[config.mk]
export PLATFORM = sky130hd
export DESIGN_NAME = frc_cell
export DESIGN_NICKNAME = d
export VERILOG_FILES = /design/src/frc_pkg.sv /design/src/frc_cell.sv
export SDC_FILE = /design/constraint.sdc
export NUM_CORES = 1
export LEC_CHECK = 0
export BUFFER_PORTS_ARGS = -buffer_cell sky130_fd_sc_hd__buf_2
export CAP_MARGIN = 10
export CELL_PAD_IN_SITES_DETAIL_PLACEMENT = 1
export CELL_PAD_IN_SITES_GLOBAL_PLACEMENT = 2
export CORE_MARGIN = 3
export CORE_UTILIZATION = 20
export DETAILED_ROUTE_END_ITERATION = 10
export MAX_ROUTING_LAYER = met4
export PLACE_DENSITY_LB_ADDON = 0.3
export SYNTH_ARGS = -nofsm -noshare
export SYNTH_HDL_FRONTEND = slang
export SYNTH_SLANG_ARGS = --single-unit
[constraint.sdc]
create_clock -name clock -period 2.49 [get_ports clock]
set_clock_uncertainty 0.05 [all_clocks]
set_input_delay 0 -clock clock [delete_from_list [all_inputs] [get_ports clock]]
set_output_delay 0 -clock clock [all_outputs]
set_load 0.005 [all_outputs]
[src/frc_pkg.sv]
// Shared types and constants for the FIFO-replacement frame cache.
package frc_pkg;

   localparam int CAPACITY_DEF = 64;
   localparam int KEY_W        = 31;
   localparam int PAY_W        = 32;

   typedef enum logic [1:0] {
      OP_GET   = 2'd0,
      OP_PUT   = 2'd1,
      OP_HAS   = 2'd2,
      OP_CLEAR = 2'd3
   } op_type;

   // Per-transaction commands broadcast to every cell
   typedef struct packed {
      logic look;     // latch key match for the incoming transaction
      logic upd;      // put hit: overwrite payload in the matching cell
      logic shift;    // put miss on a full cache: drop oldest, take neighbor
      logic append;   // put miss with room: write the cell at the fill index
   } cell_ctl_type;

endpackage

[src/frc_cell.sv]
// One cache entry: key, payload, registered match flag, link to its neighbor.
module frc_cell
   import frc_pkg::*;
#(
   parameter int INDEX  = 0,
   parameter int FILL_W = 7
) (
   input  logic              clock,
   input  cell_ctl_type      ctl,
   input  logic [FILL_W-1:0] fill,
   input  logic [KEY_W-1:0]  look_key,
   input  logic [KEY_W-1:0]  new_key,
   input  logic [PAY_W-1:0]  new_pay,
   input  logic [KEY_W-1:0]  nbr_key,
   input  logic [PAY_W-1:0]  nbr_pay,
   output logic [KEY_W-1:0]  key_out,
   output logic [PAY_W-1:0]  pay_out,
   output logic              hit,
   output logic [PAY_W-1:0]  hit_pay
);

   logic [KEY_W-1:0] key_ff, key_in;
   logic [PAY_W-1:0] pay_ff, pay_in;
   logic             hit_ff, hit_in;
   logic             occupied;
   logic             at_fill;

   assign occupied = FILL_W'(INDEX) < fill;
   assign at_fill  = FILL_W'(INDEX) == fill;

   always_comb begin
      key_in = key_ff;
      pay_in = pay_ff;
      hit_in = hit_ff;
      if (ctl.look) begin
         hit_in = occupied && (key_ff == look_key);
      end
      if (ctl.shift) begin
         key_in = nbr_key;
         pay_in = nbr_pay;
      end else if (ctl.append && at_fill) begin
         key_in = new_key;
         pay_in = new_pay;
      end else if (ctl.upd && hit_ff) begin
         pay_in = new_pay;
      end
   end

   always_ff @(posedge clock) begin
      key_ff <= key_in;
      pay_ff <= pay_in;
      hit_ff <= hit_in;
   end

   assign key_out = key_ff;
   assign pay_out = pay_ff;
   assign hit     = hit_ff;
   assign hit_pay = hit_ff ? pay_ff : '0;

endmodule
[Word-level counts from Yosys, hierarchy flattened]
Index checks and enable logic that the tools add are counted.
W data, S select, Z words.
Storage, ports and cells
  bits in registers: 64
  bits in latches: 0
  bits in writable memories: 0
  memory bits (read-only): 0
  output and inout port bits: 96
  word-level logic and storage cells: 17
  memories kept: 0
Cells by class
  add/subtract/negate cells: 0
  $mul: 0
  divide/modulo/power cells: 0
  $lt $le $gt $ge: 1
  equality and inequality tests: 1
  shifts and indexed selects: 0
  multiplexer cells: 6
  bitwise gates (word level): 0
  reduce and logical (&&, ||, !) cells: 6
Operators with widths (count)
  $mux W32: 4
  $mux W31: 2
  $eq A31 B31 Y1: 1
  $logic_not A7 Y1: 1
  $lt A1 B7 Y1 const A: 1
  $logic_and A1 B1 Y1: 3
  $reduce_bool A3 Y1: 1
  $reduce_bool A2 Y1: 1

[Longest topological paths before layout]
  depth after elaboration: 4
  depth in mapped cells: 4
  gate-level depth less buffers: 4

[Least setup slack after synthesis]
Ideal clock, no wire load.
  kind: input-to-reg
  start: input port fill[2]
  end: register pay_ff[0] (netlist: pay_out[0]) (enable)
  library setup time: 388 ps
  arrival time: 2191 ps
  data required time: 2052 ps
  path slack: -138 ps
  stages on the path: 4
  cells stage by stage: or4_4 > nor4_4 > a21o_1 > a21o_1
On the way
  cells in the longest elaborated chain, start to end: 3
Ends and longest elaborated chain
  from (decl): RTL line frc_cell.sv:10  | input logic [FILL_W-1:0] fill,
  $logic_not A7 Y1: RTL line frc_cell.sv:29  | assign at_fill = FILL_W'(INDEX) == fill;
  $logic_and A1 B1 Y1: RTL line frc_cell.sv:41  | end else if (ctl.append && at_fill) begin
  $reduce_bool A3 Y1 (no line)
  to (signal assigned): RTL line frc_cell.sv:51  | pay_ff <= pay_in;
  to (decl): RTL line frc_cell.sv:23  | logic [PAY_W-1:0] pay_ff, pay_in;
No other way between the ends.
A chain may end at the register's enable or synchronous reset.

[Final worst setup path]
  start: input port ctl[1] (netlist name)
  end: register pay_ff[8] (netlist: pay_out[8]) (data pin)
On the way
  cells in the longest elaborated chain, start to end: 1
Ends and longest elaborated chain
  from (decl): RTL line frc_cell.sv:9  | input cell_ctl_type ctl,
  $mux W32: RTL line frc_cell.sv:38  | if (ctl.shift) begin
  named net pay_in[8]: RTL line frc_cell.sv:23
The timed path passes the listed nets, and every way through them passes these cells.

==> impl_metrics.csv <==
group,metric,value,unit
status,status,"complete, no violations",
sta,maxSlewViolCount,0,
pwr,powerDensity,502,nW/um^2
clock_tree,cts_made_buffers,9,
logic_synthesis,syn-mean-instance-area,15.2,um^2
grt,grt_pass1_wl,18900,um
critical_path,start_kind,"primary input",
sta,tightest_slew,426,ps
grt,grt_overflow,0,
logic_synthesis,netlist.area_leader.share,58.8,%
detailed_routing,remaining_drc_errors,0,
sta,period_share,67.4,%
critical_path,slowest_delay,560,ps
pwr,swShare,22.1,%
clock_tree,clk_latency,320,ps
detailed_routing,ant_nets,0,
pwr,peakVddDrop,0.259,mV
critical_path,worstPathMaxFanout,26,
logic_synthesis,syn_nets,384,
run,max-cap-violations,0,
logic_synthesis,synthCells,215,
final_layout,layout_commonest_cell,"buf_2",
floorplan,rows,46,
floorplan,die_area,17900,um^2
logic_synthesis,seq_area_frac_synth,58.8,%
placement,hpwl,9460,um
final_layout,nets,781,
clock_tree,cts_sinks,64,
min_path,hold_class,"primary input to register",
sta,slew_headroom,71.3,%
detailed_routing,dr.pass1.iters,4,
placement,preCtsSetupSlack,594,ps
sta,setup-tns-final,0,ps
floorplan,core_region_area,15900,um^2
pwr,pwr-share-clk,37.0,%
critical_path,required,2510,ps
critical_path,r2r_start,"key_out[2]",
critical_path,critPathKind,"primary input to register",
final_layout,area_delta_synth_final,96.0,%
logic_synthesis,ys_seq_elements,64,
grt,grt_pass1_vias,3719,
pwr,combPwrFrac,21.0,%
pwr,p_int,2510,uW
critical_path,slowest_stage,"dlygate4sd3_1",
floorplan,die_w,134,um
pwr,p_leak,0.00286,uW
detailed_routing,vias,3291,
clock_tree,ctsResizeCount,0,
sta,worst_slack,813,ps
critical_path,critPathTopFamily,"buffers and inverters",
final_layout,final_cell_mix,"buf_2 (264), dlygate4sd3_1 (127), edfxtp_1 (64)",
clock_tree,cts-hold-fix-buffers,127,
critical_path,endpoint_kind,"register",
placement,globalplace.congestion,0.738,
grt,grt_start_max_net_pins,34,
logic_synthesis,yosys-top-cells-area,"edfxtp_1 (59%), mux2_2 (21%), and2_1 (6.1%)",
min_path,hold_path_depth,4,
critical_path,path_cells,"buf_2, buf_4, mux2_2, dlygate4sd3_1",
critical_path,rrSetupSlack,900,ps
final_layout,drive_above_1_share,56.0,%
placement,io_buffers,264,
sta,final-hold-violation-count,0,
floorplan,start_util,20.5,%
grt,grt_usage,14.1,%
clock_tree,clk_pin_slew_worst_paths,50,ps
detailed_routing,initialDrtViolationCount,86,
detailed_routing,post_drt_via_cell_ratio,3.95,
detailed_routing,wl_per_cell,14.8,um
logic_synthesis,synth_cell_type_count,16,
logic_synthesis,yosys_warnings,0,
clock_tree,tritoncts,"yes",
sta,rsz0062_at_grt,"no",
critical_path,reg2reg_depth,4,
floorplan,dieHeight,134,um
pwr,switchingPower,711,uW
logic_synthesis,syn-cell-area,3270,um^2
pwr,p_seq_share,42.0,%
floorplan,io_pins,265,
clock_tree,cts_root_buf,"clkbuf_16",
critical_path,crit_cells,4,
sta,report.final.setup_viol,0,
logic_synthesis,synth_top_cell_by_area,"edfxtp_1",
detailed_routing,wirelength,12400,um
sta,fin_crit,1680,ps
grt,antenna_found_initial,2,
clock_tree,post_cts_buffers,0,
critical_path,worstPathArrival,1700,ps
critical_path,r2r_end,"hit",
sta,max_freq,596,MHz
critical_path,crit_buf_inv,3,
clock_tree,clock_path_buffers,2,
clock_tree,h-tree-depth,3,
min_path,hp-start,"look_key[10]",
min_path,holdPathEnd,"hit",
==> stage by stage <==
stage	power, uW	hold slack, ps	instance area, um^2	instances	utilization [%]
2_1_floorplan	1570	62.5	3270	215	-
3_3_place_gp	1850	168	4850	690	30.4
3_5_place_dp	1860	171	4850	690	30.4
4_1_cts	3280	76.8	6400	832	40.2
5_1_grt	3400	118	6410	834	40.2
6_report	3220	95.3	6410	834	40.2
==> how the worst max path moves through the flow <==
stage	startpoint	to
after global placement	fill[2]	pay_out[4]
after detailed placement	fill[2]	pay_out[4]
after floorplan	fill[2]	pay_out[0]
final	ctl[1]	pay_out[8]
after CTS	ctl[1]	key_out[1]
after global routing	ctl[1]	key_out[20]
==> kinds of logic (layout without fill, tap and decap cells) <==
kind of cell | count (synthesis) | in the layout | share of synthesized area (%)
XOR/XNOR | 31 | 31 | 8.30
buffers and inverters | 10 | 411 | 1.42
AO/OA/AOI/OAI | 2 | 2 | 0.459
multiplexers | 63 | 63 | 21.7
flip-flops | 64 | 64 | 58.8
AND/OR/NAND/NOR | 45 | 45 | 9.34
other | 0 | 2 | 0
==> final cells by class <==
class / count / area [um^2]
repair buffers: 396 / 2630
diodes: 2 / 5.00
multi-input cells: 141 / 1300
clock inverters: 4 / 46.3
flip-flops and latches: 64 / 1920
well taps: 216 / 270
fillers: 1820 / 9530
clock buffers: 11 / 233
==> metal layers <==
metal  part of all wire [%]  global-route usage [%]  routed length (um)
met1                     38                    14.3                4690
met2                     51                    25.1                6290
met3                     10                    5.66                1230
met4                    1.4                    4.17                 172
met5                      0                       -                   0
==> power groups by stage <==
stage	Sequential (uW)	Clock, uW	Combinational (uW)
after floorplan	1380	0	190
after global placement	1370	0	484
after detailed placement	1370	0	491
after CTS	1350	1250	683
after global routing	1360	1290	743
final	1350	1190	675
==> synthesized netlist by cell type <==
library cell  number
edfxtp_1          64
mux2_2            60
and2_1            32
xor2_1            16
xnor2_1           15
buf_2              7
nand4_1            4
nor4_1             4
clkbuf_1           3
mux2_1             3
a21o_1             2
nand3_1            1
nor3_2             1
nor4_4             1
or4_1              1
or4_4              1
==> worst reg2reg max path, cell delays in order, from the launching register on <==
cell	delay [ps]
edfxtp_1	410
xor2_1	160
nor4_1	420
nand4_1	220
nor3_2	180
==> state kept, by name, summed over array words and instances, names as in the netlist <==
register / count
hit: 1
key_out: 31
pay_out: 32
Power figures use the tool's default switching activity.
